$ cat src/design/sts_pkg.sv
// ----------------------------------------------------------------------------
// Speaker tone segmenter package
// Shared types, field widths and codes for the tone segmenter and its divider.
// ----------------------------------------------------------------------------
package sts_pkg;

  localparam int STAMP_W   = 32;
  localparam int COUNT_W   = 24;
  localparam int CLOCK_W   = 26;
  localparam int KIND_W    = 2;
  localparam int CFG_IDX_W = 2;
  localparam int CFG_W     = 32;
  localparam int QUOT_W    = 32;
  localparam int NUM_W     = COUNT_W + CLOCK_W + 3;
  localparam int STEP_W    = $clog2(QUOT_W);

  localparam logic [CFG_IDX_W-1:0] REG_GAP_LIMIT = CFG_IDX_W'(0);
  localparam logic [CFG_IDX_W-1:0] REG_CLOCK_HZ  = CFG_IDX_W'(1);

  localparam logic [KIND_W-1:0] KIND_SEGMENT = KIND_W'(0);
  localparam logic [KIND_W-1:0] KIND_SILENCE = KIND_W'(1);
  localparam logic [KIND_W-1:0] KIND_EMPTY   = KIND_W'(2);

  localparam logic [STAMP_W-1:0] GAP_LIMIT_RESET = STAMP_W'(20410);
  localparam logic [CLOCK_W-1:0] CLOCK_HZ_RESET  = CLOCK_W'(1020484);

  localparam logic ACTION_STAMP = 1'b0;
  localparam logic ACTION_FLUSH = 1'b1;

  typedef struct packed {
    logic               action;
    logic [STAMP_W-1:0] stamp_cycles;
  } in_t;

  typedef struct packed {
    logic [KIND_W-1:0]  kind;
    logic [STAMP_W-1:0] start_cycles;
    logic [STAMP_W-1:0] duration_cycles;
    logic [COUNT_W-1:0] toggle_total;
    logic               freq_valid;
    logic [QUOT_W-1:0]  freq_sixteenth_hz;
    logic [STAMP_W-1:0] silence_cycles;
    logic               last_of_run;
    logic               report_end;
  } out_t;

  typedef struct packed {
    logic busy;
    logic done;
  } div_status_t;

endpackage

$ cat src/design/sts_divider.sv
// ----------------------------------------------------------------------------
// Tone segmenter divider
// Restoring divider, one quotient bit per cycle, saturating to the quotient
// width when the quotient would not fit.
// ----------------------------------------------------------------------------
module sts_divider (
  input  logic                      clk,
  input  logic                      rst_n,
  input  logic                      start,
  input  logic [sts_pkg::NUM_W-1:0] num,
  input  logic [sts_pkg::QUOT_W-1:0] den,
  output sts_pkg::div_status_t      status,
  output logic [sts_pkg::QUOT_W-1:0] quot
);
  import sts_pkg::*;

  logic              busy_r, busy_nxt;
  logic              done_r, done_nxt;
  logic [STEP_W-1:0] cnt_r, cnt_nxt;
  logic [QUOT_W-1:0] rem_r, rem_nxt;
  logic [QUOT_W-1:0] q_r, q_nxt;
  logic [QUOT_W:0]   trial;
  logic [QUOT_W:0]   diff;
  logic [QUOT_W-1:0] num_hi;

  assign num_hi = QUOT_W'(num[NUM_W-1:QUOT_W]);
  assign trial  = {rem_r, q_r[QUOT_W-1]};
  assign diff   = trial - {1'b0, den};

  always_comb begin
    busy_nxt = busy_r;
    done_nxt = 1'b0;
    cnt_nxt  = cnt_r;
    rem_nxt  = rem_r;
    q_nxt    = q_r;
    if (start) begin
      if (num_hi >= den) begin
        q_nxt    = '1;
        done_nxt = 1'b1;
        busy_nxt = 1'b0;
      end else begin
        rem_nxt  = num_hi;
        q_nxt    = num[QUOT_W-1:0];
        cnt_nxt  = '0;
        busy_nxt = 1'b1;
      end
    end else if (busy_r) begin
      if (!diff[QUOT_W]) begin
        rem_nxt = diff[QUOT_W-1:0];
        q_nxt   = {q_r[QUOT_W-2:0], 1'b1};
      end else begin
        rem_nxt = trial[QUOT_W-1:0];
        q_nxt   = {q_r[QUOT_W-2:0], 1'b0};
      end
      cnt_nxt = cnt_r + STEP_W'(1);
      if (cnt_r == STEP_W'(QUOT_W - 1)) begin
        busy_nxt = 1'b0;
        done_nxt = 1'b1;
      end
    end
  end

  always_ff @(posedge clk) begin
    if (!rst_n) begin
      busy_r <= 1'b0;
      done_r <= 1'b0;
      cnt_r  <= '0;
    end else begin
      busy_r <= busy_nxt;
      done_r <= done_nxt;
      cnt_r  <= cnt_nxt;
    end
    rem_r <= rem_nxt;
    q_r   <= q_nxt;
  end

  assign status.busy = busy_r;
  assign status.done = done_r;
  assign quot        = q_r;

  initial_check_unused: assert property (@(posedge clk) disable iff (!rst_n)
    done_r |-> !busy_r)
    else $error("Divider reports done while still busy.");

  busy_no_restart: assert property (@(posedge clk) disable iff (!rst_n)
    (busy_r && !$past(start)) |-> $past(busy_r))
    else $error("Divider became busy without a start.");

  sat_when_high: assert property (@(posedge clk) disable iff (!rst_n)
    (start && (num_hi >= den)) |=> (done_r && (q_r == '1)))
    else $error("Divider failed to saturate an oversized quotient.");

endmodule

$ cat src/design/speaker_tone_segmenter.sv
// ----------------------------------------------------------------------------
// Speaker tone segmenter
// Groups speaker toggle stamps into tone segments and silence gaps.
// ----------------------------------------------------------------------------
// Input words (in_valid/in_ready/in_data) carry a toggle stamp or a flush.
// Result words (out_valid/out_ready/out_data) carry segment, silence and
// empty-marker records. The cfg_ port writes the gap limit and clock rate.
// A stamp that extends the open segment is absorbed in the idle state and
// gives no result. A stamp that closes a segment, or a flush of an open
// segment, runs one multiply and a 32-step shared restoring divider via
// S_MUL, S_START and S_DIV; S_SEG registers the segment record, and for a
// closing stamp S_SIL the silence record. Without a valid frequency S_MUL
// goes straight to S_SEG, and an oversized quotient is saturated as the
// divide starts, skipping the bit steps. A flush with no stamps gives the
// empty marker from S_MARK. in_ready is low while a word is being worked
// on. A single output register holds a result until it is taken; each
// stalled cycle holds the sequencer at the next record.
// Reset clears the segment state and loads the default gap limit and clock.
// ----------------------------------------------------------------------------
module speaker_tone_segmenter (
  input  logic                          clk,
  input  logic                          rst_n,
  input  logic                          in_valid,
  output logic                          in_ready,
  input  sts_pkg::in_t                  in_data,
  output logic                          out_valid,
  input  logic                          out_ready,
  output sts_pkg::out_t                 out_data,
  input  logic                          cfg_we,
  input  logic [sts_pkg::CFG_IDX_W-1:0] cfg_index,
  input  logic [sts_pkg::CFG_W-1:0]     cfg_data
);
  import sts_pkg::*;

  localparam logic [2:0] S_IDLE  = 3'd0;
  localparam logic [2:0] S_MUL   = 3'd1;
  localparam logic [2:0] S_START = 3'd2;
  localparam logic [2:0] S_DIV   = 3'd3;
  localparam logic [2:0] S_SEG   = 3'd4;
  localparam logic [2:0] S_SIL   = 3'd5;
  localparam logic [2:0] S_MARK  = 3'd6;

  logic [2:0]         state_r, state_nxt;
  logic [STAMP_W-1:0] gap_limit_r;
  logic [CLOCK_W-1:0] clock_hz_r;

  logic               have_r, have_nxt;
  logic [STAMP_W-1:0] origin_r, origin_nxt;
  logic [STAMP_W-1:0] seg_first_r, seg_first_nxt;
  logic [STAMP_W-1:0] prev_r, prev_nxt;
  logic [COUNT_W-1:0] count_r, count_nxt;

  logic [STAMP_W-1:0] w_start_r, w_start_nxt;
  logic [STAMP_W-1:0] w_span_r, w_span_nxt;
  logic [COUNT_W-1:0] w_tog_r, w_tog_nxt;
  logic [STAMP_W-1:0] w_gap_r, w_gap_nxt;
  logic               w_flush_r, w_flush_nxt;
  logic               w_fv_r, w_fv_nxt;
  logic [NUM_W-1:0]   num_r, num_nxt;

  out_t               out_r, out_nxt;
  logic               out_valid_r, out_valid_nxt;
  logic               out_free;

  logic               in_fire;
  logic [STAMP_W-1:0] gap;
  logic [COUNT_W+CLOCK_W-1:0] product;
  logic               div_start;
  div_status_t        div_status;
  logic [QUOT_W-1:0]  div_quot;

  assign in_ready  = (state_r == S_IDLE);
  assign in_fire   = in_valid && in_ready;
  assign out_free  = !out_valid_r || out_ready;
  assign gap       = in_data.stamp_cycles - prev_r;
  assign product   = {{CLOCK_W{1'b0}}, w_tog_r - COUNT_W'(1)} *
                     {{COUNT_W{1'b0}}, clock_hz_r};
  assign div_start = (state_r == S_START);

  sts_divider u_div (
    .clk    (clk),
    .rst_n  (rst_n),
    .start  (div_start),
    .num    (num_r),
    .den    (w_span_r),
    .status (div_status),
    .quot   (div_quot)
  );

  always_comb begin
    state_nxt     = state_r;
    have_nxt      = have_r;
    origin_nxt    = origin_r;
    seg_first_nxt = seg_first_r;
    prev_nxt      = prev_r;
    count_nxt     = count_r;
    w_start_nxt   = w_start_r;
    w_span_nxt    = w_span_r;
    w_tog_nxt     = w_tog_r;
    w_gap_nxt     = w_gap_r;
    w_flush_nxt   = w_flush_r;
    w_fv_nxt      = w_fv_r;
    num_nxt       = num_r;
    out_nxt       = out_r;
    out_valid_nxt = out_valid_r && !out_ready;

    case (state_r)
      S_IDLE: begin
        if (in_fire) begin
          if (in_data.action == ACTION_FLUSH) begin
            if (have_r) begin
              w_start_nxt = seg_first_r - origin_r;
              w_span_nxt  = prev_r - seg_first_r;
              w_tog_nxt   = count_r;
              w_flush_nxt = 1'b1;
              state_nxt   = S_MUL;
            end else begin
              state_nxt = S_MARK;
            end
            have_nxt      = 1'b0;
            origin_nxt    = '0;
            seg_first_nxt = '0;
            prev_nxt      = '0;
            count_nxt     = '0;
          end else if (!have_r) begin
            have_nxt      = 1'b1;
            origin_nxt    = in_data.stamp_cycles;
            seg_first_nxt = in_data.stamp_cycles;
            prev_nxt      = in_data.stamp_cycles;
            count_nxt     = COUNT_W'(1);
          end else if (gap >= gap_limit_r) begin
            w_start_nxt   = seg_first_r - origin_r;
            w_span_nxt    = prev_r - seg_first_r;
            w_tog_nxt     = count_r;
            w_gap_nxt     = gap;
            w_flush_nxt   = 1'b0;
            seg_first_nxt = in_data.stamp_cycles;
            prev_nxt      = in_data.stamp_cycles;
            count_nxt     = COUNT_W'(1);
            state_nxt     = S_MUL;
          end else begin
            if (count_r != '1) begin
              count_nxt = count_r + COUNT_W'(1);
            end
            prev_nxt = in_data.stamp_cycles;
          end
        end
      end
      S_MUL: begin
        num_nxt  = {product, 3'b000};
        w_fv_nxt = (w_tog_r > COUNT_W'(1)) && (w_span_r != '0);
        if ((w_tog_r > COUNT_W'(1)) && (w_span_r != '0)) begin
          state_nxt = S_START;
        end else begin
          state_nxt = S_SEG;
        end
      end
      S_START: begin
        state_nxt = S_DIV;
      end
      S_DIV: begin
        if (div_status.done) begin
          state_nxt = S_SEG;
        end
      end
      S_SEG: begin
        if (out_free) begin
          out_nxt.kind              = KIND_SEGMENT;
          out_nxt.start_cycles      = w_start_r;
          out_nxt.duration_cycles   = w_span_r;
          out_nxt.toggle_total      = w_tog_r;
          out_nxt.freq_valid        = w_fv_r;
          out_nxt.freq_sixteenth_hz = w_fv_r ? div_quot : '0;
          out_nxt.silence_cycles    = '0;
          out_nxt.last_of_run       = w_flush_r;
          out_nxt.report_end        = w_flush_r;
          out_valid_nxt             = 1'b1;
          state_nxt                 = w_flush_r ? S_IDLE : S_SIL;
        end
      end
      S_SIL: begin
        if (out_free) begin
          out_nxt                = '0;
          out_nxt.kind           = KIND_SILENCE;
          out_nxt.silence_cycles = w_gap_r;
          out_nxt.last_of_run    = 1'b1;
          out_valid_nxt          = 1'b1;
          state_nxt              = S_IDLE;
        end
      end
      S_MARK: begin
        if (out_free) begin
          out_nxt             = '0;
          out_nxt.kind        = KIND_EMPTY;
          out_nxt.last_of_run = 1'b1;
          out_nxt.report_end  = 1'b1;
          out_valid_nxt       = 1'b1;
          state_nxt           = S_IDLE;
        end
      end
      default: begin
        state_nxt = S_IDLE;
      end
    endcase
  end

  always_ff @(posedge clk) begin
    if (!rst_n) begin
      state_r     <= S_IDLE;
      have_r      <= 1'b0;
      origin_r    <= '0;
      seg_first_r <= '0;
      prev_r      <= '0;
      count_r     <= '0;
      out_valid_r <= 1'b0;
      gap_limit_r <= GAP_LIMIT_RESET;
      clock_hz_r  <= CLOCK_HZ_RESET;
    end else begin
      state_r     <= state_nxt;
      have_r      <= have_nxt;
      origin_r    <= origin_nxt;
      seg_first_r <= seg_first_nxt;
      prev_r      <= prev_nxt;
      count_r     <= count_nxt;
      out_valid_r <= out_valid_nxt;
      if (cfg_we) begin
        case (cfg_index)
          REG_GAP_LIMIT: gap_limit_r <= cfg_data[STAMP_W-1:0];
          REG_CLOCK_HZ:  clock_hz_r  <= cfg_data[CLOCK_W-1:0];
          default: begin
          end
        endcase
      end
    end
    w_start_r <= w_start_nxt;
    w_span_r  <= w_span_nxt;
    w_tog_r   <= w_tog_nxt;
    w_gap_r   <= w_gap_nxt;
    w_flush_r <= w_flush_nxt;
    w_fv_r    <= w_fv_nxt;
    num_r     <= num_nxt;
    out_r     <= out_nxt;
  end

  assign out_valid = out_valid_r;
  assign out_data  = out_r;

  flush_clears: assert property (@(posedge clk) disable iff (!rst_n)
    (in_fire && (in_data.action == ACTION_FLUSH)) |=> !have_r)
    else $error("A flush did not clear the segment state.");

  idle_divider_quiet: assert property (@(posedge clk) disable iff (!rst_n)
    in_ready |-> !div_status.busy)
    else $error("Input accepted while the divider is still working.");

  silence_ends_run: assert property (@(posedge clk) disable iff (!rst_n)
    (out_valid_r && (out_r.kind == KIND_SILENCE)) |->
      (out_r.last_of_run && !out_r.report_end))
    else $error("A silence record must end its run and never the report.");

  freq_zero_when_invalid: assert property (@(posedge clk) disable iff (!rst_n)
    (out_valid_r && !out_r.freq_valid) |-> (out_r.freq_sixteenth_hz == '0))
    else $error("An invalid frequency must read as zero.");

endmodule
$ cat config.mk
export PLATFORM = sky130hd
export DESIGN_NAME = speaker_tone_segmenter
export DESIGN_NICKNAME = d
export VERILOG_FILES = /design/src/design/sts_pkg.sv /design/src/design/sts_divider.sv /design/src/design/speaker_tone_segmenter.sv
export SDC_FILE = /design/constraint.sdc
export NUM_CORES = 2
export LEC_CHECK = 0
export ABC_AREA = 1
export BUFFER_PORTS_ARGS = -buffer_cell sky130_fd_sc_hd__clkbuf_2
export CAP_MARGIN = 40
export CORE_MARGIN = 3
export CORE_UTILIZATION = 65
export DETAILED_ROUTE_END_ITERATION = 8
export GPL_TIMING_DRIVEN = 0
export PLACE_DENSITY = 0.88
export SYNTH_ARGS = -nofsm -noshare
export SYNTH_HDL_FRONTEND = slang
export SYNTH_SLANG_ARGS = --single-unit
$ cat constraint.sdc
create_clock -name clk -period 19.95 [get_ports clk]
set_input_delay 3.99 -clock clk [delete_from_list [all_inputs] [get_ports clk]]
set_output_delay 3.99 -clock clk [all_outputs]
set_load 0.01 [all_outputs]
Word level (Yosys, flattened, before mapping)
Cells that the tools add are included.

Add/subtract/negate cells: 7. Multiply operators: 1. Order comparisons: 3. Equality and inequality tests: 21. Muxes and demuxes: 64. Bitwise gates (word level): 1. Reductions and logical operators: 25.

Operators with widths (count): $mux 32 (22); $mux 157 (3); $pmux 157 s3 (1); $mux 24 (8); $sub 32x32->32 (3); $mul 24x26->50 (1); $sub 33x32->33 (1); $ge 21x32->1 (1); $ge 32x32->1 (1); $reduce_bool 32->1 (1); $mux 3 (10); $add 24x1->24 const B (1); $gt 24x1->1 const B (1); $ne 24x24->1 const B (1); $sub 24x1->24 const B (1); $pmux 3 s6 (1); $mux 1 (16); $mux 5 (3); $ne 2x2->1 const B (5); $eq 3x3->1 const B (3); $reduce_and 3->1 (3); $reduce_and 2->1 (4); $reduce_and 4->1 (2); $eq 3x2->1 const B (2); other kinds (20) (27).

Register bits: 583. Word-level logic and storage cells: 152.

Longest topological paths before layout
Word-level depth: 7. Mapped depth: 36. Mapped depth without buffers: 35.

Modules after synthesis
A second synthesis with hierarchy kept.

Cell total of the unflattened synthesis: 6310. Area total of the unflattened synthesis: 52042.4 sq um.

By module, submodules not included: speaker_tone_segmenter (instances 1, cells each 5380, area an instance 45566.2 sq um, sequential area each 13543.0 sq um); sts_divider (instances 1, cells each 930, area an instance 6476.2 sq um, sequential area each 2062.0 sq um).

Least setup slack after synthesis
Ideal clock, no wire load.

Path kind: input -> register. Start: input out_ready. End: register out_r, in the netlist out_data[0] (enable). Data arrival time: 10549 ps. Setup slack: 8721 ps. Stages: 2. Buffers on the path: 0. Path through: nor2_1 -> nor2_1.

Word-level cells in the longest chain between the ends: 3. Elaborated cells between the ends (all ways): 5.

Ends and longest elaborated chain: start, declared (RTL line speaker_tone_segmenter.sv:27) `input logic out_ready,`; $logic_or 1x1->1 * (RTL line speaker_tone_segmenter.sv:74) `assign out_free = !out_valid_r || out_ready;`; $ne 2x2->1 (no source line); $reduce_and 4->1 (no source line) *; end signal, assigned (RTL line speaker_tone_segmenter.sv:242) `out_r <= out_nxt;`; end, declared (RTL line speaker_tone_segmenter.sv:61) `out_t out_r, out_nxt;`.

Mark *: on every way between the ends. The rest lies on a longest branch, timed or not. A chain may end at the register's enable or synchronous reset.

Final worst setup path
Start: register w_tog_r[0]. End: register num_r[44], data pin.

Word-level cells in the longest chain between the ends: 2.

Ends and longest elaborated chain: start, declared (RTL line speaker_tone_segmenter.sv:55) `logic [COUNT_W-1:0] w_tog_r, w_tog_nxt;`; start signal, assigned (RTL line speaker_tone_segmenter.sv:237) `w_tog_r <= w_tog_nxt;`; $sub 24x1->24 (RTL line speaker_tone_segmenter.sv:76) `assign product = {{CLOCK_W{1'b0}}, w_tog_r - COUNT_W'(1)} *`; $mul 24x26->50 (RTL line speaker_tone_segmenter.sv:76); named net product[41] (RTL line speaker_tone_segmenter.sv:67) `logic [COUNT_W+CLOCK_W-1:0] product;`; end signal, assigned (RTL line speaker_tone_segmenter.sv:241) `num_r <= num_nxt;`; end, declared (RTL line speaker_tone_segmenter.sv:59) `logic [NUM_W-1:0] num_r, num_nxt;`.

The timed path passes the listed nets, and every way through them passes these cells.

==> results.txt <==
----------------------------------------------------
[Die]
  Die height ... 287.0 µm
  Die X-Extent ... 287.0 µm
  Boundary Pins ... 231
  Std cell rows ... 102
  Die outline area ... 82360 µm²
  Initial Util ... 65.92%
  CORE AREA ... 77850 µm²

[Clocking]
  Clk pin slew, worst setup/hold paths ... 60 ps
  CTS Root Buffer Type ... clkbuf_16
  Number of buffers inserted by post-CTS setup repair ... 0
  CTS Buf Count ... 61
  Sink count of the clock tree ... 583
  Count of hold buffers inserted by post-cts repair ... 0
  TritonCTS clock tree ... built
  Clock buffer depth ... 3
  Worst-Skew Late Latency ... 680 ps
  Number of instances resized during post-cts repair ... 0
  Deepest level of the CTS H-tree ... 2

[STA]
  Share of the clock period used by the worst path ... 50.52%
  Slew Limit Fails ... 0
  Setup repair after global routing missed its margin ... false
  Final count of hold timing violations ... 0
  Min Clock Period, post-route ... 10080 ps
  Endpoints failing setup ... 0
  Accumulated negative setup slack ... 0 ps
  Max-slew headroom ... 34.56%
  Worst clock skew ... 44.98 ps
  Achievable clock frequency ... 99.22 MHz
  Measured slew at the worst slew-check pin ... 981.5 ps

[Critical path]
  Critical path class ... reg -> reg
  Beginning of the worst register-to-register path ... w_tog_r[0]$_DFFE_PP_
  Worst Path Required ... 20340 ps
  Element type at the critical path end ... flip-flop
  Beginning of the critical path ... w_tog_r[0]$_DFFE_PP_
  CP startpoint kind ... flip-flop
  Worst-path cell with the longest stage delay ... clkbuf_1
  Arrival time worst endpoint ... 10470 ps
  Critical path buffers and inverters ... 10
  Top delay family on crit path ... adder cells
  Crit-path max cell delay ... 640 ps
  Largest fanout on the critical path ... 10
  Most common cell on crit path ... inv_1

[GRT]
  First-pass GRT wire length ... 256400 µm
  Maximum number of pins on one net before global-route repair ... 47
  Number of antenna violations at the first check in global routing ... 3
  Grt total ovfl ... 0
  Overall routing resource usage ... 41.42%
  Via count of the first global-routing pass ... 44200

[Layout]
  Area Growth Syn to Fin ... 9.308%
  Final standard cell count with taps included and fillers excluded ... 7586
  Total area of sequential cells ... 15610 µm²
  Number of nets in the layout ... 7451
  Fill cell count ... 5884
  Layout cells sized above 1 ... 6.480%
  Post-route cell area ... 56100 µm²
  Multi-input gate area ... 30160 µm²

[Place]
  Number of I/O port buffers ... 229
  Total placed cells including tap cells ... 7467
  Routability congestion estimate ... 1.051
  Placed instance area ... 53990 µm²
  Sum of net half-perimeters after detailed placement ... 139700 µm

[Logic synthesis]
  Synth Net Count ... 7145
  Number of register bits inferred by synthesis ... 583
  Most used standard cells in the synthesized netlist ... inv_1 (1247), nand2_1 (1205), nor2_1 (763), fa_1 (530), edfxtp_1 (393)
  Synth Area per Inst ... 8.299 µm²
  Proportion of netlist area held by the largest area contributor ... 22.99%
  Cells taking the most area after synthesis ... edfxtp_1 (23%), fa_1 (21%), inv_1 (9.1%)
  Cells after synthesis ... 6184
  Warnings, synthesis ... 0
  Number of synthesized flops with an enable pin ... 393
  Top flip-flop cell by instance count after synthesis ... edfxtp_1
  Sequential cell area fraction in the yosys report ... 30.41%
  Post-Syn Area ... 51320 µm²
  Count leader, synth ... inv_1
  Cell type contributing the most total cell area after synthesis ... edfxtp_1
  Synth cell types ... 52
  Proportion of register bits with asynchronous set or reset after synthesis ... 0%

[Route]
  Detail-routed via count per cell ... 5.893
  TritonRoute pass-1 iters ... 8
  Iteration-0 DRC count of the detailed router ... 5147
  Post-route antenna net violation count ... 0
  Number of DRC violations after detailed routing ... 0
  Post-detailed-routing wire length ... 171200 µm
  Via count ... 44700
  Detail-routed net length per standard cell ... 22.56 µm

[Run status]
  Run status ... completed

[Hold path]
  Worst min-delay path startpoint ... count_r[14]$_SDFFE_PN0P_
  Hold crit path type ... reg -> reg

[Job]
  Max-capacitance violation count ... 0

----------------------------------------------------
[worst paths after layout]
check / depth (start not counted) / to / slack, ps
max: 31 / num_r[44]$_DFFE_PN_ / 9870
min: 0 / w_tog_r[14]$_DFFE_PP_ / 450
max reg2reg: 31 / num_r[44]$_DFFE_PN_ / 9870
min reg2reg: 0 / w_tog_r[14]$_DFFE_PP_ / 450
[metal layers]
layer | global-route usage, % | part of all wire (%) | vias up
li1 | - | - | 19930
met3 | 14.58 | 14 | 503
met4 | 15.96 | 4.7 | 4
met1 | 55.13 | 38 | 21370
met5 | 0 | 0.016 | -
met2 | 62.52 | 43 | 2900
[layout make-up]
type / count / share of cell area (%)
Timing Repair Buffer: 243 / 2.404
Clock buffer: 73 / 2.895
Antenna cell: 3 / 0.01338
Buffer: 195 / 1.447
Inverter: 1268 / 8.489
Multi-Input combinational cell: 4138 / 53.77
Tap cell: 1040 / 2.320
Sequential cell: 583 / 27.82
Clock inverter: 43 / 0.8475
[sequential cells by signal, summed over array words and instances (netlist names), 26 cells and up]
name         flops
gap_limit_r     32
clock_hz_r      26
origin_r        32
num_r           50
prev_r          32
out_data       157
u_div.rem_r     32
w_start_r       32
w_span_r        32
seg_first_r     32
u_div.quot      32
w_gap_r         32
[metrics by stage]
step | hold slack (ps) | util (%) | worst slack, ps
floorplan | 402.9 | - | 8721
global placement | 446.4 | 69.07 | 5892
detailed placement | 433.4 | 69.35 | 10270
CTS | 450.4 | 72.05 | 10200
global route | 464.8 | 72.05 | 9558
finish | 454.9 | 72.06 | 9871
[cell families after synthesis]
logic type / synth area share [%]
fa+ha+maj: 29.43
compound gates: 8.594
simple gates: 17.75
flops: 30.41
xor+xnor: 2.969
buf+inv: 10.86
[worst register-to-register path, delay by kind of cell (launching register included)]
family,cells,cell delay (ps)
XOR/XNOR,1,210
flip-flops,1,360
adder cells (fa/ha/maj),9,4480
AO/OA/AOI/OAI,3,960
AND/OR/NAND/NOR,8,1450
buffers and inverters,10,2380
[cell usage in the layout, fill, tap and decap left out, types with 156 or more instances in the layout]
| cell | netlist | final |
|---|---|---|
| a21oi_1 | 359 | 359 |
| clkbuf_1 | 147 | 156 |
| clkbuf_2 | 0 | 229 |
| dfxtp_1 | 190 | 190 |
| edfxtp_1 | 393 | 393 |
| fa_1 | 530 | 530 |
| ha_1 | 359 | 359 |
| inv_1 | 1247 | 1247 |
| nand2_1 | 1205 | 1205 |
| nand3_1 | 175 | 175 |
| nor2_1 | 763 | 762 |
| o21ai_0 | 238 | 238 |
Power is left out: the tool's default activity adds up to more than one toggle a clock period on the data nets, which glitch-free logic cannot reach.
